`src/hdl/stt_pkg.sv`:
```
// Package for the script text tokenizer.
// Holds the result record, the accumulator used while one byte is decoded,
// character and code constants, and the pure helper functions.
package stt_pkg;

    localparam int MAX_TOKEN = 1024;
    localparam int ROOM_CAP_I = (MAX_TOKEN - 1 < 1023) ? MAX_TOKEN - 1 : 1023;
    localparam logic [9:0] ROOM_CAP = ROOM_CAP_I[9:0];

    localparam int CFG_W = 11;
    localparam int CFG_IDX_W = 2;
    localparam logic [CFG_IDX_W-1:0] CFG_TOKEN_SIZE = 2'd0;
    localparam logic [CFG_IDX_W-1:0] CFG_IGNORE_BRACKETS = 2'd1;
    localparam logic [CFG_IDX_W-1:0] CFG_HANDLE_COLON = 2'd2;
    localparam logic [CFG_W-1:0] TOKEN_SIZE_RST = 11'd1024;

    localparam logic [1:0] KIND_CHAR = 2'd0;
    localparam logic [1:0] KIND_END = 2'd1;
    localparam logic [1:0] KIND_EOD = 2'd2;

    localparam logic [7:0] CH_NUL = 8'h00;
    localparam logic [7:0] CH_NEWLINE = 8'h0A;
    localparam logic [7:0] CH_SPACE = 8'h20;
    localparam logic [7:0] CH_DQUOTE = 8'h22;
    localparam logic [7:0] CH_APOS = 8'h27;
    localparam logic [7:0] CH_LPAREN = 8'h28;
    localparam logic [7:0] CH_RPAREN = 8'h29;
    localparam logic [7:0] CH_COMMA = 8'h2C;
    localparam logic [7:0] CH_SLASH = 8'h2F;
    localparam logic [7:0] CH_COLON = 8'h3A;
    localparam logic [7:0] CH_BSLASH = 8'h5C;
    localparam logic [7:0] CH_LBRACE = 8'h7B;
    localparam logic [7:0] CH_RBRACE = 8'h7D;

    localparam int MAX_RES = 4;

    typedef struct packed {
        logic [1:0] kind;
        logic [7:0] ch;
        logic [9:0] len;
        logic       quoted;
        logic       ovf;
        logic       last;
    } t_res;

    typedef struct packed {
        t_res [MAX_RES-1:0] res;
        logic [2:0]         n;
        logic [9:0]         cc;
        logic               ov;
    } t_acc;

    function automatic logic [9:0] room_of(logic [CFG_W-1:0] size);
        logic [CFG_W-1:0] lim;
        lim = (size < 11'd2) ? '0 : size - 11'd1;
        if (lim > {1'b0, ROOM_CAP}) begin
            lim = {1'b0, ROOM_CAP};
        end
        return lim[9:0];
    endfunction

    function automatic logic is_single(logic [7:0] c, logic ign_br, logic colon);
        return (c == CH_LBRACE) || (c == CH_RBRACE) || (c == CH_APOS) || (c == CH_COMMA)
            || (!ign_br && ((c == CH_LPAREN) || (c == CH_RPAREN)))
            || (colon && (c == CH_COLON));
    endfunction

    function automatic t_acc acc_emit(t_acc a, logic [1:0] kind, logic [7:0] ch,
                                      logic [9:0] len, logic quoted, logic ovf);
        t_acc o;
        o = a;
        o.res[a.n[1:0]] = '{kind: kind, ch: ch, len: len, quoted: quoted, ovf: ovf,
                             last: 1'b0};
        o.n = a.n + 3'd1;
        return o;
    endfunction

    function automatic t_acc acc_begin(t_acc a);
        t_acc o;
        o = a;
        o.cc = '0;
        o.ov = 1'b0;
        return o;
    endfunction

    function automatic t_acc acc_store(t_acc a, logic [7:0] c, logic [9:0] room);
        t_acc o;
        o = a;
        if (a.cc < room) begin
            o = acc_emit(a, KIND_CHAR, c, '0, 1'b0, 1'b0);
            o.cc = a.cc + 10'd1;
        end else begin
            o.ov = 1'b1;
        end
        return o;
    endfunction

    function automatic t_acc acc_end(t_acc a, logic quoted);
        t_acc o;
        o = acc_emit(a, KIND_END, '0, a.cc, quoted, a.ov);
        return acc_begin(o);
    endfunction

    function automatic t_acc acc_eod(t_acc a);
        return acc_emit(a, KIND_EOD, '0, '0, 1'b0, 1'b0);
    endfunction

endpackage

```
`src/hdl/script_text_tokenizer.sv`:
```
// Script text tokenizer, top level.
// Depends on stt_pkg for the result record, constants and helper functions.
//
// Usage:
// Text enters on the slave stream one byte per transfer in s_axis_tdata; a
// zero byte marks the end of the data. Tokens leave on the master stream one
// transfer per result: tuser gives the kind (character, token end, end of
// data), tdata the character or the length and flags of a finished token, and
// tlast marks the last result caused by one input byte.
// Each byte is decoded in the cycle it is taken; its first result is registered
// in the output register, or in the burst buffer while the output is held. A byte
// that gives at most one result is taken every cycle while the output is free. A
// byte that gives up to four results (a token ending at a single-character token,
// or a held slash or backslash) leaves the rest in a four-entry burst buffer, and
// the input waits until it drains, one result per cycle while the output is free.
// Configuration is written through i_cfg_we, i_cfg_index and i_cfg_wdata
// while the block is idle. Reset empties the output and burst buffer, puts
// the scanner back to skipping whitespace and loads token size 1024 with
// brackets and colons as plain settings off. When the receiver stalls the
// result holds in the output register and the burst buffer fills; the input
// then stops taking bytes.
module script_text_tokenizer (
    input  logic                           i_clk,
    input  logic                           i_rst_n,
    input  logic                           s_axis_tvalid,
    output logic                           s_axis_tready,
    input  logic [7:0]                     s_axis_tdata,  // [7:0] text_byte
    output logic                           m_axis_tvalid,
    input  logic                           m_axis_tready,
    output logic [23:0]                    m_axis_tdata,
    // [7:0] token_char, [17:8] token_length, [18] is_quoted, [19] overflowed, zero fill
    output logic [1:0]                     m_axis_tuser,  // [1:0] kind
    output logic                           m_axis_tlast,  // last_of_run
    input  logic                           i_cfg_we,
    input  logic [stt_pkg::CFG_IDX_W-1:0]  i_cfg_index,
    input  logic [stt_pkg::CFG_W-1:0]      i_cfg_wdata
);
    import stt_pkg::*;

    typedef enum logic [2:0] {
        M_IDLE    = 3'd0,
        M_SLASH   = 3'd1,
        M_COMMENT = 3'd2,
        M_WORD    = 3'd3,
        M_QUOTE   = 3'd4,
        M_QBSL    = 3'd5
    } t_mode;

    typedef struct packed {
        t_acc  acc;
        t_mode mode;
    } t_step;

    t_mode               r_mode, n_mode;
    logic [9:0]          r_cc;
    logic                r_ov;
    logic [9:0]          r_room;
    logic                r_ign_br;
    logic                r_colon;
    t_res [MAX_RES-1:0]  r_buf;
    logic [1:0]          r_ptr;
    logic [2:0]          r_left;
    t_res                r_out;
    logic                r_out_valid;
    t_acc                n_acc;
    logic                accept;
    logic                out_free;

    function automatic t_step word_step(t_step s, logic [7:0] b, logic [9:0] room,
                                        logic ign_br, logic colon);
        t_step o;
        o = s;
        if (b == CH_NUL) begin
            o.acc = acc_eod(acc_end(s.acc, 1'b0));
            o.mode = M_IDLE;
        end else if (is_single(b, ign_br, colon)) begin
            o.acc = acc_end(acc_store(acc_begin(acc_end(s.acc, 1'b0)), b, room), 1'b0);
            o.mode = M_IDLE;
        end else if (b <= CH_SPACE) begin
            o.acc = acc_end(s.acc, 1'b0);
            o.mode = M_IDLE;
        end else begin
            o.acc = acc_store(s.acc, b, room);
        end
        return o;
    endfunction

    function automatic t_step quote_step(t_step s, logic [7:0] b, logic [9:0] room);
        t_step o;
        o = s;
        if (b == CH_NUL) begin
            o.acc = acc_eod(acc_end(s.acc, 1'b1));
            o.mode = M_IDLE;
        end else if (b == CH_BSLASH) begin
            o.mode = M_QBSL;
        end else if (b == CH_DQUOTE) begin
            o.acc = acc_end(s.acc, 1'b1);
            o.mode = M_IDLE;
        end else begin
            o.acc = acc_store(s.acc, b, room);
            o.mode = M_QUOTE;
        end
        return o;
    endfunction

    always_comb begin
        t_step      st;
        logic [7:0] b;
        logic [2:0] last_idx;
        b = s_axis_tdata;
        st.acc = '0;
        st.acc.cc = r_cc;
        st.acc.ov = r_ov;
        st.mode = r_mode;
        case (r_mode)
            M_SLASH: begin
                if (b == CH_SLASH) begin
                    st.mode = M_COMMENT;
                end else begin
                    st.acc = acc_store(acc_begin(st.acc), CH_SLASH, r_room);
                    st.mode = M_WORD;
                    st = word_step(st, b, r_room, r_ign_br, r_colon);
                end
            end
            M_COMMENT: begin
                if (b == CH_NUL) begin
                    st.acc = acc_eod(st.acc);
                    st.mode = M_IDLE;
                end else if (b == CH_NEWLINE) begin
                    st.mode = M_IDLE;
                end
            end
            M_WORD: begin
                st = word_step(st, b, r_room, r_ign_br, r_colon);
            end
            M_QUOTE: begin
                st = quote_step(st, b, r_room);
            end
            M_QBSL: begin
                if (b == CH_DQUOTE) begin
                    st.acc = acc_store(st.acc, CH_DQUOTE, r_room);
                    st.mode = M_QUOTE;
                end else begin
                    st.acc = acc_store(st.acc, CH_BSLASH, r_room);
                    st = quote_step(st, b, r_room);
                end
            end
            default: begin
                st.mode = M_IDLE;
                if (b == CH_NUL) begin
                    st.acc = acc_eod(st.acc);
                end else if (b <= CH_SPACE) begin
                    st.mode = M_IDLE;
                end else if (b == CH_SLASH) begin
                    st.mode = M_SLASH;
                end else if (b == CH_DQUOTE) begin
                    st.acc = acc_begin(st.acc);
                    st.mode = M_QUOTE;
                end else if (is_single(b, r_ign_br, r_colon)) begin
                    st.acc = acc_end(acc_store(acc_begin(st.acc), b, r_room), 1'b0);
                end else begin
                    st.acc = acc_store(acc_begin(st.acc), b, r_room);
                    st.mode = M_WORD;
                end
            end
        endcase
        last_idx = st.acc.n - 3'd1;
        if (st.acc.n != 3'd0) begin
            st.acc.res[last_idx[1:0]].last = 1'b1;
        end
        n_acc = st.acc;
        n_mode = st.mode;
    end

    assign s_axis_tready = (r_left == 3'd0);
    assign accept = s_axis_tvalid && s_axis_tready;
    assign out_free = !r_out_valid || m_axis_tready;

    always_ff @(posedge i_clk) begin
        if (!i_rst_n) begin
            r_mode <= M_IDLE;
            r_cc <= '0;
            r_ov <= 1'b0;
            r_room <= room_of(TOKEN_SIZE_RST);
            r_ign_br <= 1'b0;
            r_colon <= 1'b0;
            r_ptr <= '0;
            r_left <= '0;
            r_out_valid <= 1'b0;
        end else begin
            if (i_cfg_we) begin
                case (i_cfg_index)
                    CFG_TOKEN_SIZE:      r_room <= room_of(i_cfg_wdata);
                    CFG_IGNORE_BRACKETS: r_ign_br <= i_cfg_wdata[0];
                    CFG_HANDLE_COLON:    r_colon <= i_cfg_wdata[0];
                    default: ;
                endcase
            end
            if (accept) begin
                r_mode <= n_mode;
                r_cc <= n_acc.cc;
                r_ov <= n_acc.ov;
            end
            if (out_free) begin
                if (r_left != 3'd0) begin
                    r_out_valid <= 1'b1;
                    r_ptr <= r_ptr + 2'd1;
                    r_left <= r_left - 3'd1;
                end else if (accept && (n_acc.n != 3'd0)) begin
                    r_out_valid <= 1'b1;
                    r_ptr <= 2'd1;
                    r_left <= n_acc.n - 3'd1;
                end else begin
                    r_out_valid <= 1'b0;
                end
            end else if (accept) begin
                r_ptr <= 2'd0;
                r_left <= n_acc.n;
            end
        end
    end

    always_ff @(posedge i_clk) begin
        if (accept) begin
            r_buf <= n_acc.res;
        end
        if (out_free) begin
            if (r_left != 3'd0) begin
                r_out <= r_buf[r_ptr];
            end else if (accept) begin
                r_out <= n_acc.res[0];
            end
        end
    end

    assign m_axis_tvalid = r_out_valid;
    assign m_axis_tdata = {4'd0, r_out.ovf, r_out.quoted, r_out.len, r_out.ch};
    assign m_axis_tuser = r_out.kind;
    assign m_axis_tlast = r_out.last;

endmodule

```
`config.mk`:
```
export PLATFORM = sky130hd
export DESIGN_NAME = script_text_tokenizer
export DESIGN_NICKNAME = d
export VERILOG_FILES = /design/src/hdl/stt_pkg.sv /design/src/hdl/script_text_tokenizer.sv
export SDC_FILE = /design/constraint.sdc
export NUM_CORES = 1
export LEC_CHECK = 0
export BUFFER_PORTS_ARGS = -buffer_cell sky130_fd_sc_hd__buf_2
export CORE_MARGIN = 2
export CORE_UTILIZATION = 55
export DETAILED_ROUTE_END_ITERATION = 7
export GPL_TIMING_DRIVEN = 0
export PLACE_DENSITY = 0.82
export SLEW_MARGIN = 30
export SYNTH_ARGS = -nofsm -noshare
export SYNTH_HDL_FRONTEND = slang
export SYNTH_SLANG_ARGS = --single-unit
```
`constraint.sdc`:
```
create_clock -name i_clk -period 5.8 [get_ports i_clk]
set_input_delay 1.74 -clock i_clk [delete_from_list [all_inputs] [get_ports i_clk]]
set_output_delay 1.74 -clock i_clk [all_outputs]
set_load 0.03 [all_outputs]
```
==> results.cfg, run 1 <==
[run_status]
run_status = completed

[drt]
ant_nets = 0
drc = 0
via_per_inst = 6.299
dr.pass1.iters = 6
drtIter0Drc = 852
avgRoutedWirePerCell_um = 18.41
vias = 6538
routed_wl_um = 19110

[grt]
overflow = 0
grt_pass1_wl_um = 30870
antenna_found_initial = 0
grt_max_degree = 49
grt_usage = 0.2723
grt_pass1_vias = 5977

[timing]
finalCritPeriodShare = 0.9498
finalSetupViolations = 0
slew_violations = 0
fmax_mhz = 181.5
grt_setup_unrepaired = false
tightest_slew_ns = 0.8516
fin_crit_ns = 5.509
skew_ns = 0.007752
relSlewSlack = 0.4263
hold_violations = 0

[clocking]
numCtsBuffers = 17
clk_pin_slew_ns = 0.05
cts_root_buffer = clkbuf_16
tritoncts = built
htree_levels = 4
clk_latency_ns = 0.42
clk_path_buf_depth = 2
post-cts-setup-buffer-count = 0
cts_sinks = 115
hold_buffers = 0

[synthesis]
synth_most_common_cell = edfxtp_1
synthMuxAreaShare = 0.04564
synth_area_leaders = edfxtp_1, dfxtp_1, ha_1
synth-xor-area-share = 0.02926
synth_edf_count = 83
syn_inst = 778
yosysTopAreaCell = edfxtp_1
async_flop_share = 0
netlist_area_um2 = 7483
yosysWarnings = 0
synth_fa_ha_area_frac = 0.06019
synthDistinctLibCells = 86
synth_top_area_frac = 0.3331
synthTopCellsByCount = edfxtp_1, nand2_1, nor2_1, ha_1, dfxtp_1
synth_flop_cell = edfxtp_1
synth_top_family_by_area = simple AND/OR/NAND/NOR gates
synth_compound_area_frac = 0.1956
avgSynthCellArea_um2 = 9.619
synth_simple_gate_area_frac = 0.2038
ys_seq_area_frac = 0.4187
synth_seq_cells = 115

[setup_path]
reg2reg_to = r_left[0]
critPathLaunchType = flip-flop
critPathMaxFanout = 8
critPathKind = flip-flop to flip-flop
r2r.worst_path.cells = 21
timing.rr.start = r_cc[5]
cp.arrival_ns = 5.85
reg2reg_slack_ns = 0.29
crit_required_ns = 6.14
end_kind = flip-flop

[worst_hold_path]
min_from = r_left[2]
hold-path-endpoint = r_left[2]
hold-path-cell-count = 2
hold_class = flip-flop to flip-flop

[final_layout]
multi_input_area_um2 = 4053
areaGrowthSynthToFinish_pct = 14.33
post-route-cell-area_um2 = 8556
ff_latch_area_um2 = 3133
nFillCells = 1109
diodes = 0
final_layout_size_suffix_gt1_frac = 0.1508
num-nets-final = 912

[pwr]
p_leak_nw = 3.290
power.density_nw_per_um2 = 423.2
ir_worst_vdd_v = 0.0002417
p_total_mw = 3.621

[floorplanning]
die_w_um = 120.6
fp.coreArea_um2 = 13240
pin_count = 55
start_util = 0.5651
rows = 42
die_h_um = 120.6
floorplan.die_area_um2 = 14560

[placed_design]
place.gp.congestion = 1.013
dp_hpwl_um = 13970
placed_area_um2 = 7996
numPortBuffers = 48

[job]
maxCapViolCount = 0
## cells by family after synthesis
logic type               count (synthesis)
buffers and inverters                   80
multiplexers                            30
AND/OR/NAND/NOR                        289
other                                    1
AO/OA/AOI/OAI                          202
adder cells (fa/ha/maj)                 36
XOR/XNOR                                25
flip-flops                             115
## worst max-delay path by stage
stage | cells after the start | startpoint | to
4_1_cts | 26 | r_room[9] | r_left[0]
2_1_floorplan | 17 | s_axis_tdata[2] | r_ptr[1]
6_report | 21 | r_cc[5] | r_left[0]
3_5_place_dp | 23 | r_room[9] | r_left[0]
3_3_place_gp | 24 | r_room[9] | r_left[0]
5_1_grt | 26 | r_room[5] | r_ptr[1]
## layout make-up
| class | count | area share |
|---|---|---|
| Buffer | 49 | 0.02764 |
| Clock buffer | 20 | 0.05104 |
| Clock inverter | 11 | 0.01053 |
| Inverter | 31 | 0.01389 |
| Multi-Input combinational cell | 587 | 0.4737 |
| Sequential cell | 115 | 0.3662 |
| Tap cell | 176 | 0.02574 |
| Timing Repair Buffer | 49 | 0.03130 |
## timing repair
item / CTS / global route
pin swaps: 0 / 2
endpoints found under the setup margin: 5 / 5
resized for setup: 5 / 7
## routing by layer
metal,global-route usage,part of all wire,wire [um]
met2,0.4064,0.44,8445
met5,0,0,0
met3,0.05943,0.093,1772
met1,0.3853,0.44,8430
met4,0.1097,0.024,459
## metrics by stage
stage,util,worst slack [ns],std cells,setup TNS [ns],hold slack (ns)
4_1_cts,0.6447,0.07915,1038,0,0.4849
3_5_place_dp,0.6038,-0.2313,1007,-0.7626,0.4769
6_report,0.6461,0.2909,1038,0,0.4849
3_3_place_gp,0.6010,-0.1260,1006,-0.2652,0.4703
5_1_grt,0.6461,0.03140,1038,0,0.5290
2_1_floorplan,-,0.8397,782,0,0.4531
## critical path: stages, from the launching register on
cell	delay [ns]
dfxtp_1	0.45
ha_1	0.30
a21oi_1	0.17
a21oi_1	0.10
a21o_2	0.26
nor2_4	0.20
nand2_1	0.09
xnor2_1	0.39
ha_1	0.35
a2111oi_2	0.44
o211ai_1	0.18
nand2_1	0.25
ha_1	0.28
nand2_1	0.06
o2111ai_1	0.14
nor4_4	0.47
ha_1	0.23
o21ai_1	0.13
o21ai_0	0.33
o21ai_2	0.19
mux2_2	0.31
a31oi_1	0.12
## registers in the layout, summed over array words and instances, names as in the netlist
signal / count
r_mode: 3
m_axis_tuser: 2
r_ign_br: 1
r_room: 10
r_left: 3
r_ptr: 2
m_axis_tlast: 1
r_colon: 1
r_buf: 60
r_cc: 10
m_axis_tvalid: 1
r_ov: 1
m_axis_tdata: 20
## cell usage in the layout (no fill, tap or decap), types with 7 or more instances in the layout
cell type and n:
a21oi_1 29, a31oi_1 11, and2_1 12, and3_1 7, buf_2 58, clkbuf_1 29, clkbuf_16 17, dfxtp_1 32
edfxtp_1 83, ha_1 36, inv_1 29, mux2i_1 24, nand2_1 82, nand2b_1 11, nand3_1 25, nand3b_1 7
nand4_1 8, nor2_1 55, nor2b_1 26, nor3_1 18, o211ai_1 26, o21a_1 13, o21ai_0 30, o2bb2ai_1 11
xnor2_1 15, xor2_1 10
## power breakdown
group / switching, mW / total [mW] / internal (mW) / leakage (nW)
clock: 0.366 / 0.944 / 0.578 / 0.244
sequential: 0.0738 / 1.30 / 1.22 / 1.07
combinational: 0.921 / 1.38 / 0.458 / 1.97
Note: power is estimated with default switching activity, not from simulation.
==> run 2: changes to the inputs <==
==> constraint.sdc (replaced) <==
create_clock -name i_clk -period 6.9 [get_ports i_clk]
set_input_delay 2.07 -clock i_clk [delete_from_list [all_inputs] [get_ports i_clk]]
set_output_delay 2.07 -clock i_clk [all_outputs]
set_load 0.03 [all_outputs]
==> run 2 against run 1 <==
Hold slack hardly changed. Combinational power is 16% lower. Global-route usage hardly changed. Maximum frequency is 13% lower. Clock power is 16% lower. Flip-flop and latch count stayed put. First-iteration DRC count is 8.8% higher. Cell area is 0.32% lower. Sequential power is 16% lower.
==> results.cfg, run 2 (synthesis gave the netlist of run 1 again) <==
[placed_design]
numPortBuffers = 48
placed_area_um2 = 7996
place.gp.congestion = 1.013
dp_hpwl_um = 13970

[final_layout]
final_layout_size_suffix_gt1_frac = 0.1415
final_cell_mix = edfxtp_1, nand2_1, buf_2, nor2_1, ha_1
multi_input_area_um2 = 4031
num-nets-final = 912
nFillCells = 1112
layout_commonest_cell = edfxtp_1
regMostFlops = r_buf
diodes = 0
largest_register_ffs = 60
post-route-cell-area_um2 = 8528
areaGrowthSynthToFinish_pct = 13.96
ff_latch_area_um2 = 3133

[grt]
grt_pass1_wl_um = 30860
antenna_found_initial = 0
grt_max_degree = 49
grt_usage = 0.2722
overflow = 0
grt_pass1_vias = 5972

[floorplanning]
die_h_um = 120.6
die_w_um = 120.6
pin_count = 55
rows = 42
floorplan.die_area_um2 = 14560
fp.coreArea_um2 = 13240
start_util = 0.5651

[clocking]
htree_levels = 4
cts_root_buffer = clkbuf_16
post-cts-setup-buffer-count = 0
clk_pin_slew_ns = 0.05
numCtsBuffers = 17
tritoncts = built
hold_buffers = 0
cts_resized = 0
clk_path_buf_depth = 2
cts_sinks = 115
clk_latency_ns = 0.43

[setup_path]
cp.arrival_ns = 6.71
critPathKind = flip-flop to flip-flop
slowest_delay_ns = 0.61
critPathLaunchType = flip-flop
crit_chain = inv_1 > ha_1 > nand2_1 > o21ai_1 > nor2_1 > inv_1 > clkbuf_1 > nor2_1 > xor2_1 > ha_1 > a2111oi_1 > o211ai_1 > nand2_1 > ha_1 > nand2_1 > o2111ai_1 > nor4_4 > ha_1 > o21ai_1 > o21ai_0 > o21ai_1 > mux2_2 > a31oi_1
reg2reg_to = r_left[0]
crit_top_cell = ha_1
reg2reg_slack_ns = 0.54
critPathMaxFanout = 10
end_kind = flip-flop
crit_required_ns = 7.25
critPathSlowestCell = a2111oi_1
r2r.worst_path.cells = 23
timing.rr.start = r_room[9]

[run_status]
run_status = completed

[worst_hold_path]
min_from = r_left[2]
hold-path-endpoint = r_left[2]
hold_class = flip-flop to flip-flop
hold-path-cell-count = 2

[timing]
finalCritPeriodShare = 0.9216
grt_setup_unrepaired = false
slew_violations = 0
relSlewSlack = 0.4320
finalSetupViolations = 0
fmax_mhz = 157.3
fin_crit_ns = 6.359
hold_violations = 0
tightest_slew_ns = 0.8431
tns_ns = 0
skew_ns = 0.008041

[pwr]
power.density_nw_per_um2 = 356.9
ir_worst_vdd_v = 0.0002039
p_leak_nw = 3.274
p_total_mw = 3.044

[drt]
drc = 0
drtIter0Drc = 927
ant_nets = 0
dr.pass1.iters = 8
routed_wl_um = 19050
vias = 6478
avgRoutedWirePerCell_um = 18.35
via_per_inst = 6.241

[job]
maxCapViolCount = 0
[run 2: cell counts in the layout (fill, tap and decap cells not counted)]
Identical to the previous run, type by type.
[run 2: worst max-delay path, delay by kind of cell, from the launching register on]
family	cells	cell delay, ns
AO/OA/AOI/OAI	8	2.35
XOR/XNOR	1	0.18
adder cells (fa/ha/maj)	4	1.05
buffers and inverters	3	0.64
flip-flops	1	0.36
multiplexers	1	0.34
AND/OR/NAND/NOR	6	1.32
[run 2: through the flow]
stage	setup WS (ns)	std cells	hold slack, ns	util
floorplan	1.610	782	0.4531	-
global placement	0.8485	1006	0.4703	0.6010
detailed placement	0.7749	1007	0.4769	0.6038
CTS	0.6980	1038	0.4849	0.6436
global route	0.1843	1038	0.5291	0.6440
finish	0.5409	1038	0.4849	0.6440
[run 2: cell type report]
cell class	instances	share of cell area
timing repair buffer	49	0.03140
inverter	31	0.01394
sequential	115	0.3674
multi-input combinational	587	0.4727
clock buffer	20	0.05120
buffer	49	0.02700
tap	176	0.02582
clock inverter	11	0.01056
[run 2: how the worst max path moves through the flow]
| stage | startpoint | end | slack, ns | cells after the start |
|---|---|---|---|---|
| final | r_room[9] | r_left[0] | 0.54 | 23 |
| after global routing | r_room[9] | r_ptr[1] | 0.18 | 25 |
| after CTS | r_room[9] | r_left[0] | 0.70 | 23 |
| after detailed placement | s_axis_tdata[2] | r_ptr[1] | 0.77 | 18 |
| after global placement | s_axis_tdata[2] | r_ptr[1] | 0.85 | 18 |
| after floorplan | s_axis_tdata[2] | r_ptr[1] | 1.61 | 17 |
[run 2: metal layers]
layer | wire (um) | vias to the layer above | track usage
met5 | 0 | - | 0
met2 | 8378 | 363 | 0.4061
met1 | 8300 | 3004 | 0.3853
met3 | 1863 | 51 | 0.05943
li1 | - | 3060 | -
met4 | 509 | 0 | 0.1097
[run 2: power breakdown]
part           switching, mW  internal (mW)  leakage [nW]  total, mW
sequential            0.0622           1.03          1.07       1.09
combinational          0.771          0.386          1.96       1.16
clock                  0.310          0.486         0.244      0.796
==> run 3: changes to the inputs <==
--- a/config.mk
+++ b/config.mk
@@ -11,6 +11,8 @@
 export DETAILED_ROUTE_END_ITERATION = 7
 export GPL_TIMING_DRIVEN = 0
 export PLACE_DENSITY = 0.82
+export RECOVER_POWER = 25
+export REMOVE_ABC_BUFFERS = 1
 export SLEW_MARGIN = 30
 export SYNTH_ARGS = -nofsm -noshare
 export SYNTH_HDL_FRONTEND = slang
==> run 3 against run 2 <==
Total power is 1.2% higher. Flip-flop and latch count stayed put. Core utilization is 0.94 points lower. Combinational power is 7% lower. Die area stayed put. Largest power group is now registers. The flow now finishes with violations (capacitance limit, slew limit). Register-to-register slack better by 0.05 ns. Non-clock buffer count is 45 lower.
==> results.cfg, run 3 (synthesis gave the netlist of run 1 again) <==
[pwr]
pwr-share-clk = 0.284
p_int_mw = 1.934
power_frac_comb = 0.350
p_leak_nw = 3.195
pwr-share-seq = 0.366
ir_worst_vdd_v = 0.0001805
p_sw_frac = 0.3717
p_total_mw = 3.079
power.density_nw_per_um2 = 366.3
switchingPower_mw = 1.145

[worst_hold_path]
hold-path-endpoint = r_left[2]
hold_class = flip-flop to flip-flop
hold-path-cell-count = 2
min_from = r_left[2]

[clocking]
clk_pin_slew_ns = 0.06
clk_latency_ns = 0.43
clk_path_buf_depth = 2
cts_sinks = 115
htree_levels = 4
hold_buffers = 0
tritoncts = built
numCtsBuffers = 17
cts_root_buffer = clkbuf_16
cts_resized = 0
post-cts-setup-buffer-count = 0

[timing]
tns_ns = 0
finalCritPeriodShare = 0.9139
skew_ns = 0.006659
tightest_slew_ns = 1.911
relSlewSlack = -0.2786
fmax_mhz = 158.6
finalSetupViolations = 0
grt_setup_unrepaired = false
fin_crit_ns = 6.306
slew_violations = 24
hold_violations = 0

[final_layout]
num-nets-final = 867
regMostFlops = r_buf
post-route-cell-area_um2 = 8404
final_cell_mix = edfxtp_1, nand2_1, nor2_1, buf_2, ha_1
final_layout_size_suffix_gt1_frac = 0.1418
diodes = 0
postLayoutCoreUtil = 0.6346
layout_commonest_cell = edfxtp_1
largest_register_ffs = 60
areaGrowthSynthToFinish_pct = 12.31

[grt]
grt_usage = 0.2638
overflow = 0
grt_max_degree = 33
antenna_found_initial = 0
grt_pass1_wl_um = 30080
grt_pass1_vias = 5880

[setup_path]
reg2reg_to = r_ptr[1]
cp.arrival_ns = 6.60
critPathMaxFanout = 20
crit_chain = ha_1 > a21oi_1 > o21ai_1 > nor2_4 > inv_1 > nor2_1 > xor2_1 > ha_1 > a2111oi_1 > o211ai_1 > nand2_1 > ha_1 > nand3_1 > o2111ai_1 > a22o_1 > inv_1 > ha_1 > o21ai_1 > o21ai_0 > o21ai_1 > o21ai_0 > a32oi_1 > nor2_1
critPathLaunchType = flip-flop
crit_top_cell = ha_1
crit_family = compound AO/OA/AOI/OAI gates
cp_num_buf_inv = 2
critPathSlowestCell = o21ai_1
critPathKind = flip-flop to flip-flop
timing.rr.start = r_cc[7]
crit_required_ns = 7.19
slowest_delay_ns = 0.67
end_kind = flip-flop
reg2reg_slack_ns = 0.59
r2r.worst_path.cells = 23

[drt]
drc = 0
dr_wl_met2_um = 8439
drtIter0Drc = 701
routed_wl_um = 18370
wl_met3_um = 1639
ant_nets = 0
highest_layer = met4
vias = 6294
wirelength_met1_um = 7924
avgRoutedWirePerCell_um = 18.48
dr.pass1.iters = 8
via_per_inst = 6.332

[placed_design]
placed_area_um2 = 7821
place.gp.congestion = 0.9506
dp_hpwl_um = 13000
numPortBuffers = 50

[run_status]
run_status = finished, violations left
violations = capacitance limit, slew limit

[floorplanning]
rows = 42
start_util = 0.5651
die_h_um = 120.6
die_w_um = 120.6
fp.coreArea_um2 = 13240
floorplan.die_area_um2 = 14560
pin_count = 55

[job]
maxCapViolCount = 1
run 3: cell count changes in the layout (fill, tap and decap cells not counted), moves of 3 or more:
cell,previous run,this run
buf_4,5,1
clkinv_1,4,1
buf_1,3,0
clkinv_4,1,5
clkbuf_1,32,4
buf_2,58,47
run 3: final cells by class:
type,count,area [um2]
flip-flops and latches,115,3134
clock buffers,18,429.2
multi-input cells,587,4045
inverters,31,117.6
clock inverters,14,156.4
repair buffers,53,301.5
fillers,1107,4838
well taps,176,220.2
run 3: how the worst max path moves through the flow:
| stage | end | start | cells past startpoint | slack (ns) |
|---|---|---|---|---|
| 3_3_place_gp | r_ptr[1] | r_cc[5] | 24 | -0.06 |
| 3_5_place_dp | r_left[0] | r_cc[5] | 22 | 0.45 |
| 5_1_grt | r_ptr[1] | r_cc[5] | 24 | 0.07 |
| 6_report | r_ptr[1] | r_cc[7] | 23 | 0.59 |
| 2_1_floorplan | r_left[0] | r_cc[5] | 22 | 1.60 |
| 4_1_cts | r_left[0] | r_cc[5] | 22 | 0.45 |
run 3: power by group through the flow:
stage                     clock [mW]  sequential, mW  combinational (mW)
after floorplan                    0            1.28               0.613
after global placement             0            1.15                1.00
after detailed placement           0            1.13                1.07
after CTS                      0.875            1.12                1.08
after global routing           0.904            1.15                1.17
final                          0.873            1.13                1.08
run 3: metal layers:
layer,vias up,track usage
met5,-,0
met4,0,0.1017
met3,37,0.05189
met2,343,0.4142
met1,2945,0.3611
li1,2969,-
run 3: metrics by stage:
stage	setup WS [ns]	instances	hold slack, ns
6_report	0.5942	994	0.4867
5_1_grt	0.07460	994	0.5093
4_1_cts	0.4547	994	0.4862
3_5_place_dp	0.4490	962	0.4793
3_3_place_gp	-0.05556	959	0.4669
2_1_floorplan	1.603	733	0.4531
run 3: worst register-to-register path: stages (launching register included):
cell       delay [ns]
dfxtp_1          0.60
ha_1             0.25
a21oi_1          0.08
o21ai_1          0.67
nor2_4           0.22
inv_1            0.59
nor2_1           0.13
xor2_1           0.20
ha_1             0.24
a2111oi_1        0.48
o211ai_1         0.19
nand2_1          0.27
ha_1             0.21
nand3_1          0.06
o2111ai_1        0.15
a22o_1           0.28
inv_1            0.11
ha_1             0.19
o21ai_1          0.18
o21ai_0          0.14
o21ai_1          0.47
o21ai_0          0.19
a32oi_1          0.18
nor2_1           0.06
